--- src/rtl/core/dmwc_pkg.sv ---
// Shared constants of the direct-mapped write-back cache tag controller.
package dmwc_pkg;

    // Default geometry: 128 lines of 32 bytes, 32-bit byte addresses.
    localparam int LINE_COUNT_DEF  = 128;
    localparam int BLOCK_BYTES_DEF = 32;
    localparam int ADDR_W          = 32;

    // Widths of the result fields.
    localparam int OFFSET_W = 5;
    localparam int BLOCK_W  = 27;
    localparam int INDEX_W  = 7;
    localparam int TAG_OUT_W = 20;
    localparam int BYTES_W  = 6;

endpackage

--- src/rtl/core/dmwc_ram.sv ---
// Generic single-clock RAM with one write port and one registered read port.
module dmwc_ram #(
    parameter int WIDTH = 22,
    parameter int DEPTH = 128
) (
    input  logic                     i_clk,
    input  logic                     i_we,
    input  logic [$clog2(DEPTH)-1:0] i_waddr,
    input  logic [WIDTH-1:0]         i_wdata,
    input  logic [$clog2(DEPTH)-1:0] i_raddr,
    output logic [WIDTH-1:0]         o_rdata
);

    logic [WIDTH-1:0] r_mem [DEPTH];
    logic [WIDTH-1:0] r_rdata;

    always_ff @(posedge i_clk) begin
        if (i_we) begin
            r_mem[i_waddr] <= i_wdata;
        end
        r_rdata <= r_mem[i_raddr];
    end

    assign o_rdata = r_rdata;

endmodule

--- src/rtl/core/dmwc_clear.sv ---
// Post-reset line sweep; the top writes each tag RAM line invalid and clean.
module dmwc_clear #(
    parameter int LINE_COUNT = dmwc_pkg::LINE_COUNT_DEF
) (
    input  logic                          i_clk,
    input  logic                          i_rst_n,
    output logic                          o_busy,
    output logic [$clog2(LINE_COUNT)-1:0] o_idx
);

    localparam int IDX_W = $clog2(LINE_COUNT);
    localparam logic [IDX_W-1:0] LAST_IDX = IDX_W'(LINE_COUNT - 1);

    logic             r_busy;
    logic             n_busy;
    logic [IDX_W-1:0] r_idx;
    logic [IDX_W-1:0] n_idx;

    always_comb begin
        n_busy = r_busy;
        n_idx  = r_idx;
        if (r_busy) begin
            n_idx = r_idx + IDX_W'(1);
            if (r_idx == LAST_IDX) begin
                n_busy = 1'b0;
            end
        end
    end

    always_ff @(posedge i_clk) begin
        if (!i_rst_n) begin
            r_busy <= 1'b1;
            r_idx  <= '0;
        end else begin
            r_busy <= n_busy;
            r_idx  <= n_idx;
        end
    end

    assign o_busy = r_busy;
    assign o_idx  = r_idx;

`ifndef SYNTH
    a_idx_zero_at_end: assert property (@(posedge i_clk) disable iff (!i_rst_n)
        $fell(r_busy) |-> r_idx == '0)
        else $error("clear sweep ended with a nonzero line counter");
    a_stays_done: assert property (@(posedge i_clk) disable iff (!i_rst_n)
        !r_busy |=> !r_busy)
        else $error("clear sweep restarted without reset");
`endif

endmodule

--- src/rtl/core/direct_mapped_writeback_cache_tags_top.sv ---
// Top level of the direct-mapped write-back, write-allocate cache tag controller.
// Each request carries a byte address and a read/write flag and yields one result from
// the result register after the lookup stage, and while results are taken a new request
// can be accepted in every cycle, so the sustained rate is one request per cycle. Valid,
// dirty and tag of each line live together in one RAM with a registered read: a request
// reads its line in the cycle it is accepted, compares and writes the updated line back
// when the lookup stage advances, and the line just written is forwarded to a following
// request for the same line. A result that is not taken holds the lookup stage, which then
// stops accepting. After reset the block sweeps the RAM to mark every line invalid; no
// request is accepted during the sweep. BLOCK_BYTES and LINE_COUNT must be powers of two.
module direct_mapped_writeback_cache_tags_top #(
    parameter int LINE_COUNT  = dmwc_pkg::LINE_COUNT_DEF,
    parameter int BLOCK_BYTES = dmwc_pkg::BLOCK_BYTES_DEF
) (
    input  logic                             i_clk,
    input  logic                             i_rst_n,
    input  logic                             i_valid,
    output logic                             o_ready,
    input  logic [dmwc_pkg::ADDR_W-1:0]      i_address,
    input  logic                             i_action,
    output logic                             o_valid,
    input  logic                             i_ready,
    output logic [dmwc_pkg::OFFSET_W-1:0]    o_byte_offset,
    output logic [dmwc_pkg::BLOCK_W-1:0]     o_block_number,
    output logic [dmwc_pkg::INDEX_W-1:0]     o_line_index,
    output logic [dmwc_pkg::TAG_OUT_W-1:0]   o_tag_value,
    output logic                             o_is_miss,
    output logic                             o_fetch_block,
    output logic [dmwc_pkg::BYTES_W-1:0]     o_fetch_bytes,
    output logic                             o_write_back,
    output logic [dmwc_pkg::BYTES_W-1:0]     o_write_back_bytes,
    output logic                             o_replaced,
    output logic [dmwc_pkg::TAG_OUT_W-1:0]   o_evicted_tag
);

    localparam int ADDR_W   = dmwc_pkg::ADDR_W;
    localparam int BYTES_W  = dmwc_pkg::BYTES_W;
    localparam int OFF_W    = $clog2(BLOCK_BYTES);
    localparam int IDX_W    = $clog2(LINE_COUNT);
    localparam int TAG_W    = ADDR_W - OFF_W - IDX_W;
    localparam int ENT_W    = TAG_W + 2;
    localparam logic [ADDR_W-1:0]  OFF_MASK = ADDR_W'(BLOCK_BYTES - 1);
    localparam logic [ADDR_W-1:0]  IDX_MASK = ADDR_W'(LINE_COUNT - 1);
    localparam logic [BYTES_W-1:0] BLOCK_BYTES_FIELD = BYTES_W'(BLOCK_BYTES % (1 << BYTES_W));

    // Lookup stage.
    logic              r_s1_valid;
    logic [ADDR_W-1:0] r_s1_addr;
    logic              r_s1_wr;

    // Last RAM write, for forwarding to the next lookup.
    logic              r_fwd_valid;
    logic [IDX_W-1:0]  r_fwd_idx;
    logic [ENT_W-1:0]  r_fwd_entry;

    // Result register.
    logic                            r_out_valid;
    logic [dmwc_pkg::OFFSET_W-1:0]   r_out_offset;
    logic [dmwc_pkg::BLOCK_W-1:0]    r_out_block;
    logic [dmwc_pkg::INDEX_W-1:0]    r_out_line;
    logic [dmwc_pkg::TAG_OUT_W-1:0]  r_out_tag;
    logic                            r_out_miss;
    logic                            r_out_wb;
    logic                            r_out_repl;
    logic [dmwc_pkg::TAG_OUT_W-1:0]  r_out_etag;

    logic              clr_busy;
    logic [IDX_W-1:0]  clr_idx;
    logic [ENT_W-1:0]  ram_rdata;
    logic              ram_we;
    logic [IDX_W-1:0]  ram_waddr;
    logic [ENT_W-1:0]  ram_wdata;
    logic [IDX_W-1:0]  ram_raddr;

    logic              s1_adv;
    logic              in_accept;
    logic [ADDR_W-1:0] in_block;
    logic [ADDR_W-1:0] s1_block;
    logic [ADDR_W-1:0] s1_tag_full;
    logic [IDX_W-1:0]  s1_idx;
    logic [TAG_W-1:0]  s1_tag;
    logic [ENT_W-1:0]  s1_entry;
    logic              ent_valid;
    logic              ent_dirty;
    logic [TAG_W-1:0]  ent_tag;
    logic              s1_hit;
    logic [ENT_W-1:0]  s1_new_entry;

    dmwc_clear #(
        .LINE_COUNT(LINE_COUNT)
    ) u_clear (
        .i_clk   (i_clk),
        .i_rst_n (i_rst_n),
        .o_busy  (clr_busy),
        .o_idx   (clr_idx)
    );

    dmwc_ram #(
        .WIDTH(ENT_W),
        .DEPTH(LINE_COUNT)
    ) u_tag_ram (
        .i_clk   (i_clk),
        .i_we    (ram_we),
        .i_waddr (ram_waddr),
        .i_wdata (ram_wdata),
        .i_raddr (ram_raddr),
        .o_rdata (ram_rdata)
    );

    always_comb begin
        s1_adv    = r_s1_valid && (!r_out_valid || i_ready);
        o_ready   = !clr_busy && (!r_s1_valid || s1_adv);
        in_accept = i_valid && o_ready;

        in_block    = i_address >> OFF_W;
        s1_block    = r_s1_addr >> OFF_W;
        s1_tag_full = s1_block >> IDX_W;
        s1_idx      = s1_block[IDX_W-1:0];
        s1_tag      = s1_tag_full[TAG_W-1:0];

        // A stalled lookup keeps re-reading its own line so the RAM output stays current.
        ram_raddr = (r_s1_valid && !s1_adv) ? s1_idx : in_block[IDX_W-1:0];

        s1_entry  = (r_fwd_valid && r_fwd_idx == s1_idx) ? r_fwd_entry : ram_rdata;
        ent_valid = s1_entry[ENT_W-1];
        ent_dirty = s1_entry[ENT_W-2];
        ent_tag   = s1_entry[TAG_W-1:0];
        s1_hit    = ent_valid && (ent_tag == s1_tag);

        // Hit keeps the line and ORs in a write; miss refills it, dirty only for a write.
        s1_new_entry = {1'b1, s1_hit ? (ent_dirty || r_s1_wr) : r_s1_wr, s1_tag};

        ram_we    = clr_busy || s1_adv;
        ram_waddr = clr_busy ? clr_idx : s1_idx;
        ram_wdata = clr_busy ? '0 : s1_new_entry;
    end

    always_ff @(posedge i_clk) begin
        if (!i_rst_n) begin
            r_s1_valid  <= 1'b0;
            r_fwd_valid <= 1'b0;
            r_out_valid <= 1'b0;
        end else begin
            if (in_accept) begin
                r_s1_valid <= 1'b1;
            end else if (s1_adv) begin
                r_s1_valid <= 1'b0;
            end
            r_fwd_valid <= ram_we;
            if (s1_adv) begin
                r_out_valid <= 1'b1;
            end else if (i_ready) begin
                r_out_valid <= 1'b0;
            end
        end
    end

    always_ff @(posedge i_clk) begin
        if (in_accept) begin
            r_s1_addr <= i_address;
            r_s1_wr   <= i_action;
        end
        r_fwd_idx   <= ram_waddr;
        r_fwd_entry <= ram_wdata;
        if (s1_adv) begin
            r_out_offset <= dmwc_pkg::OFFSET_W'(r_s1_addr & OFF_MASK);
            r_out_block  <= dmwc_pkg::BLOCK_W'(s1_block);
            r_out_line   <= dmwc_pkg::INDEX_W'(s1_block & IDX_MASK);
            r_out_tag    <= dmwc_pkg::TAG_OUT_W'(s1_tag_full);
            r_out_miss   <= !s1_hit;
            r_out_repl   <= !s1_hit && ent_valid;
            r_out_wb     <= !s1_hit && ent_valid && ent_dirty;
            r_out_etag   <= (!s1_hit && ent_valid)
                            ? dmwc_pkg::TAG_OUT_W'(ADDR_W'(ent_tag)) : '0;
        end
    end

    assign o_valid            = r_out_valid;
    assign o_byte_offset      = r_out_offset;
    assign o_block_number     = r_out_block;
    assign o_line_index       = r_out_line;
    assign o_tag_value        = r_out_tag;
    assign o_is_miss          = r_out_miss;
    assign o_fetch_block      = r_out_miss;
    assign o_fetch_bytes      = r_out_miss ? BLOCK_BYTES_FIELD : '0;
    assign o_write_back       = r_out_wb;
    assign o_write_back_bytes = r_out_wb ? BLOCK_BYTES_FIELD : '0;
    assign o_replaced         = r_out_repl;
    assign o_evicted_tag      = r_out_etag;

`ifndef SYNTH
    a_no_accept_in_clear: assert property (@(posedge i_clk) disable iff (!i_rst_n)
        clr_busy |-> !o_ready && !r_s1_valid)
        else $error("request taken during the clear sweep");
    a_wb_needs_repl: assert property (@(posedge i_clk) disable iff (!i_rst_n)
        r_out_valid && r_out_wb |-> r_out_repl && r_out_miss)
        else $error("write-back reported without a replaced line");
    a_etag_zero_no_repl: assert property (@(posedge i_clk) disable iff (!i_rst_n)
        r_out_valid && !r_out_repl |-> r_out_etag == '0)
        else $error("evicted tag nonzero with nothing replaced");
    a_result_follows_lookup: assert property (@(posedge i_clk) disable iff (!i_rst_n)
        s1_adv |=> r_out_valid)
        else $error("lookup advanced without loading the result register");
    a_refill_valid: assert property (@(posedge i_clk) disable iff (!i_rst_n)
        s1_adv |=> r_fwd_valid && r_fwd_entry[ENT_W-1])
        else $error("lookup wrote back an invalid line");
`endif

endmodule

--- config.mk ---
export PLATFORM = sky130hd
export DESIGN_NAME = direct_mapped_writeback_cache_tags_top
export DESIGN_NICKNAME = d
export VERILOG_FILES = /design/src/rtl/core/dmwc_pkg.sv /design/src/rtl/core/dmwc_ram.sv /design/src/rtl/core/dmwc_clear.sv /design/src/rtl/core/direct_mapped_writeback_cache_tags_top.sv
export SDC_FILE = /design/constraint.sdc
export NUM_CORES = 2
export LEC_CHECK = 0
export BUFFER_PORTS_ARGS = -buffer_cell sky130_fd_sc_hd__buf_2
export CORE_MARGIN = 4
export CORE_UTILIZATION = 55
export DETAILED_ROUTE_END_ITERATION = 10
export PLACE_DENSITY_LB_ADDON = 0.08
export SLEW_MARGIN = 10
export SYNTH_ARGS = -nofsm -noshare
export SYNTH_HDL_FRONTEND = slang
export SYNTH_SLANG_ARGS = --single-unit
--- constraint.sdc ---
create_clock -name i_clk -period 14.8 [get_ports i_clk]
set_clock_uncertainty 0.05 [all_clocks]
set_input_delay 2.96 -clock i_clk [delete_from_list [all_inputs] [get_ports i_clk]]
set_output_delay 2.96 -clock i_clk [all_outputs]
set_load 0.02 [all_outputs]
Word-level counts from Yosys, hierarchy flattened
Memory sizes are Yosys's and may differ from the RTL's. A register that Yosys moved wholly into a read port is not among the register bits.
Cells that the tools add are included.
{"block": "totals", "reg_bits": 155, "latchBits": 0, "ramBits": 2816, "mem_bits_ro": 0, "in_bits": 37, "out_inout_bits": 97, "memories": 1}
{"block": "classes", "add_sub_neg": 1, "multipliers": 0, "div_mod_pow": 0, "n_lt_le_gt_ge": 0, "n_eq_ne": 3, "shift": 0, "n_mux": 15, "n_bitwise": 0, "n_reduce_logical": 19}
{"name": "u_tag_ram.r_mem", "depth": 128, "word_bits": 22, "read_ports": 1, "rd_clocked_by_memory_dff": 1, "wr": 1, "line_no": "dmwc_ram.sv:14", "rtl": "logic [WIDTH-1:0] r_mem [DEPTH];"}
{"operator": "2-to-1 mux 22 bit", "count": 2}
{"operator": "== test 20 bit", "count": 1}
{"operator": "2-to-1 mux 7 bit", "count": 2}
{"operator": "2-to-1 mux 6 bit", "count": 2}
{"operator": "2-to-1 mux 1 bit", "count": 9}
{"operator": "logical AND 1 bit", "count": 8}
{"operator": "adder 7 x 1 -> 7 bit, second input constant", "count": 1}
{"operator": "== test 7 bit", "count": 1}
{"operator": "== test 7 bit, second input constant", "count": 1}
{"operator": "logical NOT 1 bit", "count": 5}
{"operator": "logical OR 1 bit", "count": 4}
{"operator": "nonzero test 2 bit", "count": 2}

Logic depth before layout (Yosys ltp)
{"block": "logic_depth", "depth_word": 8, "mapped_depth": 14, "mapped_depth_nobuf": 8}

Cells and area by module
Synthesis repeated with hierarchy kept, for this count alone.
{"block": "hier_totals", "cells_unflattened": 4575, "hier_area_um2": 113171.0}
{"mod": "dmwc_ram", "instances": 1, "cells_per_inst": 4175, "area_each_um2": 107663.3, "seq_area_each_um2": 85001.5}
{"mod": "direct_mapped_writeback_cache_tags_top", "instances": 1, "cells_per_inst": 366, "area_each_um2": 5158.7, "seq_area_each_um2": 3283.1}
{"mod": "dmwc_clear", "instances": 1, "cells_per_inst": 34, "area_each_um2": 349.1, "seq_area_each_um2": 160.2}

Worst setup path before layout
No wires, ideal clock.
{"block": "synth_timing", "kind": "input to register", "from": "in i_ready", "to": "mem u_tag_ram.r_mem[110][0], enable pin", "setup_time_ps": 401, "t_arrival_ps": 6369, "required_ps": 14349, "slack_ps": 7980, "stages": 7, "n_path_buf": 2, "cell_sequence": "nand2b_1 -> and2_1 -> or2_2 -> clkbuf_1 -> nand3_1 -> clkbuf_1 -> nor2_1"}
{"block": "synth_via", "elab_chain_len": 5}
{"element": "start, declared", "line_no": "direct_mapped_writeback_cache_tags_top.sv:22", "rtl": "input logic i_ready,"}
{"element": "logical OR 1 bit", "line_no": "direct_mapped_writeback_cache_tags_top.sv:111", "rtl": "s1_adv = r_s1_valid && (!r_out_valid || i_ready);"}
{"element": "logical AND 1 bit", "line_no": "direct_mapped_writeback_cache_tags_top.sv:111"}
{"element": "net s1_adv", "line_no": "direct_mapped_writeback_cache_tags_top.sv:75", "rtl": "logic s1_adv;"}
{"element": "logical OR 1 bit", "line_no": "direct_mapped_writeback_cache_tags_top.sv:133", "rtl": "ram_we = clr_busy || s1_adv;"}
{"element": "2-to-1 mux 1 bit", "line_no": "dmwc_ram.sv:18", "rtl": "if (i_we) begin"}
{"element": "2-to-1 mux 1 bit (not written as such)", "line_no": "dmwc_ram.sv:19", "rtl": "r_mem[i_waddr] <= i_wdata;"}
{"element": "end, declared", "line_no": "dmwc_ram.sv:14"}
The timed path passes the listed nets, and every way through them passes these cells.

Worst setup path in the final report
{"block": "layout_timing", "from": "in i_ready", "to": "reg u_tag_ram.r_rdata[17], in the netlist u_tag_ram.o_rdata[17], read port of u_tag_ram.r_mem"}
{"block": "layout_via", "elab_chain_len": 5}
{"element": "logical OR 1 bit", "line_no": "direct_mapped_writeback_cache_tags_top.sv:111"}
{"element": "logical AND 1 bit", "line_no": "direct_mapped_writeback_cache_tags_top.sv:111"}
{"element": "logical NOT 1 bit", "line_no": "direct_mapped_writeback_cache_tags_top.sv:122", "rtl": "ram_raddr = (r_s1_valid && !s1_adv) ? s1_idx : in_block[IDX_W-1:0];"}
{"element": "logical AND 1 bit", "line_no": "direct_mapped_writeback_cache_tags_top.sv:122"}
{"element": "2-to-1 mux 7 bit", "line_no": "direct_mapped_writeback_cache_tags_top.sv:122"}
{"element": "end, declared", "line_no": "dmwc_ram.sv:15", "rtl": "logic [WIDTH-1:0] r_rdata;"}
No other way between the ends.
A chain may end at the register's enable or synchronous reset.

==> results.md <==
* Status: finished clean
* Clock power share at around 43%
* Post-Synthesis Cells at 8,119
* Std-Cell Rows at 168
* Final worst setup slack at 7.51 ns
* First-pass GRT wire length at 493,000 um
* Clock Tree Root: clkbuf_16
* Warnings from Yosys at 0
* Avg Synthesized Cell Area at 14.3 um^2
* Hold crit path type: register to register
* Post-Syn Area at 116,000 um^2
* Crit-path cells: buf_2 -> nand3b_4 -> a21o_4 -> buf_4 -> buf_4 -> buf_4 -> nand2_1 -> nand3_1 -> a32oi_1 -> a2111oi_0 -> o21ai_1 -> nand4_1
* Yosys reg bits at about 3,000
* Most frequent CP cell: buf_4
* Fraction of layout cells with a size suffix above 1 at about an eighth
* DR vias/cell at 6.34
* Post-CTS Setup Repair Bufs at 0
* Netlist cell types at 71
* Clock net sink count at 2,966
* Fin crit share at 49.3%
* DRT Wirelength at 348,000 um
* Starting DRT DRC Count at 10,800
* Die Span Y at 467 um
* Critical path class: primary input to register
* Clock latency on the worst-skew pair at 0.93 ns
* Detailed Place HPWL at between 150,000 and 200,000 um
* Tmin final at ~7.3 ns
* Placed cells at 10,800
* FMAX at ~0.14 GHz
* Post-synth EDFFs at 2,904
* DRC at 0
* Worst setup SP type: primary input
* Setup slack at placement at 6.78 ns
* Unrepaired setup endpoints after global routing: false
* Routed len/inst at 30.7 um
* WP data required at 15.61 ns
* Layout Cells excl Fill at roughly 11,000
* Crit-path max cell delay at 0.77 ns
* Largest net degree at the start of global routing at 169
* Worst vdd ir at around 0.00012 V
* Initial antenna violation count at 17
* Sw frac at 21.7%
* P_int at 13.5 mW
* TritonRoute pass-1 iters at 6
* MaxCap Viol Count at 0
* CP max stage cell: a2111oi_0
* Combinational power share at 4.3%
* Sequential area share after synthesis at 76.3%
* H-Tree Depth at 5
* Final setup vio count at 0
* Setup TNS at 0 ns
* Psw at between 3 and 4 mW
* Num CTS Buffers at 314
* Max FO, Critical Path at 72
* Total I/O pin count at roughly 130
* Main flop type after synthesis: edfxtp_1
* Core area at 210,000 um^2
* Fin. max-slew vios at 0
* Relative slew slack at 16.0%
* Starting Density at 55.3%
* Clock tree buffer depth at 4
* Worst Max-Slew Pin Slew at approximately 1.3 ns
* Area Growth Syn to Fin at 12.0%
* Sequential Power Share at a little over half
* Vias in the first global route at about 67,000
* Final Hold Viols at 0
* Full die area at between 200,000 and 250,000 um^2
* Routed vias at 71,900
* Crit path DAT at a little over 8 ns
* Remaining Overflow, GRT at 0
* Clock-pin slew on the worst setup and hold paths at 0.06 ns
* Post-route ant nets at 0
* Final Wtd Congestion at ~0.91
* Cts hold-fix bufs at 0
* Synth async-reset ratio at 0%
* PwrDens at approximately 130 nW/um^2
* # port buffers at 123
* Gr usage total at 31.5%
* Post_cts resized at 0
* Kind of end point of the critical path: register
* Final #Nets at 8,331
* CTS tree: yes
* Leakage at 43.8 nW
* Die width at roughly 470 um
## per-layer routing
metal  GRT usage, %  part of all wire [%]
met1           46.7                    40
met2           46.3                    44
met3           7.33                    12
met4           10.9                   3.7
met5              0                0.0092
## power by group through the flow
stage,sequential [mW],clock [mW],combinational (mW)
5_1_grt,9.16,7.79,0.781
3_3_place_gp,9.33,0,0.721
4_1_cts,9.16,7.45,0.729
2_1_floorplan,9.30,0,0.440
3_5_place_dp,9.34,0,0.726
6_report,9.16,7.37,0.740
## sequential cells by signal (all words and copies together), names as in the netlist, 5 cells and up
register           cells
r_fwd_entry           22
u_tag_ram.r_mem     2816
r_s1_addr             32
o_block_number        27
o_byte_offset          5
u_tag_ram.o_rdata     22
u_clear.o_idx          7
o_evicted_tag         20
r_fwd_idx              7
## cells in the final DEF (no fill, tap or decap), drive strengths merged, types with 10 or more instances in the layout
master   instances
a311oi          32
and3            37
a31oi          154
dfxtp           62
o2111ai         18
nor4            16
nand2b          10
mux2i          242
nand3         1005
nand2         2083
mux4            93
nor2b           20
xor2            11
o211ai          24
buf            380
nor3            63
nor2           216
xnor2           20
clkbuf         388
o221ai          50
bufinv          15
a32oi           59
nand4           80
a21oi          147
clkinv         134
nor3b           18
edfxtp        2904
o21ai           62
conb            10
a22oi           19
inv             26
## per-stage QoR
step | hold slack (ns) | util (%) | instance area, um^2 | power, mW
3_3_place_gp | 0.353 | 57.4 | 120000 | 10.1
5_1_grt | 0.386 | 61.9 | 130000 | 17.7
6_report | 0.367 | 61.9 | 130000 | 17.3
2_1_floorplan | 0.350 | - | 116000 | 9.74
3_5_place_dp | 0.357 | 57.4 | 120000 | 10.1
4_1_cts | 0.368 | 61.9 | 130000 | 17.3
## path summary, 6_finish.rpt
check	start	to	slack (ns)	cells after the start
min reg2reg	r_s1_addr[0]$_DFFE_PP_	o_byte_offset[0]$_DFFE_PP_	0.37	0
max reg2reg	r_s1_addr[6]$_DFFE_PP_	u_tag_ram.o_rdata[17]$_DFF_P_	9.00	11
max	i_ready	u_tag_ram.o_rdata[17]$_DFF_P_	7.51	12
min	r_s1_addr[0]$_DFFE_PP_	o_byte_offset[0]$_DFFE_PP_	0.37	0
## cell usage after synthesis, types with 9 or more instances
| cell | count | area, um^2 |
|---|---|---|
| nor2_1 | 213 | 800 |
| or4_1 | 9 | 67.6 |
| nor4_1 | 16 | 100 |
| a22oi_1 | 19 | 143 |
| o21ai_0 | 59 | 295 |
| a32oi_1 | 59 | 517 |
| inv_1 | 20 | 75.1 |
| o2111ai_1 | 18 | 158 |
| nand2b_1 | 10 | 62.6 |
| a311oi_1 | 32 | 280 |
| nor3_1 | 62 | 310 |
| o221ai_1 | 50 | 438 |
| mux4_2 | 91 | 2050 |
| xnor2_1 | 20 | 175 |
| and2_1 | 9 | 56.3 |
| and3_1 | 37 | 231 |
| buf_6 | 13 | 146 |
| mux2i_1 | 238 | 2380 |
| buf_1 | 63 | 236 |
| nor2b_1 | 20 | 125 |
| dfxtp_1 | 62 | 1240 |
| edfxtp_1 | 2904 | 87200 |
| a21oi_1 | 146 | 731 |
| nand4_1 | 80 | 500 |
| nand3_1 | 1005 | 5030 |
| buf_2 | 213 | 1070 |
| clkbuf_1 | 148 | 556 |
| a31oi_1 | 154 | 963 |
| o211ai_1 | 24 | 180 |
| buf_4 | 91 | 683 |
| xor2_1 | 11 | 96.3 |
| nor3b_1 | 18 | 135 |
| nand2_1 | 2083 | 7820 |
## critical path, delay by kind of cell
kind,cells,cell delay [ns]
buf+inv,4,2.25
compound gates,4,1.85
simple gates,4,0.78
## kinds of logic after synthesis
group / Yosys count / synth area share [%]
xor gates and xnor gates: 31 / 0.234
muxes: 342 / 3.99
buffers and inverters: 552 / 2.43
and+or+nand+nor: 3580 / 13.3
other: 1 / 0.00323
DFF: 2966 / 76.3
adders and majority gates: 1 / 0.0108
AOI/OAI and AO/OA: 646 / 3.80
## layout make-up
cell class | instances | area, um^2
inverter | 21 | 81.3
multi-input combinational | 4610 | 25600
fill | 15600 | 79700
clock buffer | 388 | 8300
timing repair buffer | 380 | 2690
clock inverter | 158 | 1130
antenna | 8 | 20.0
tap | 2805 | 3510
sequential | 2966 | 88400
No activity file was read; power rests on OpenSTA's default activity.
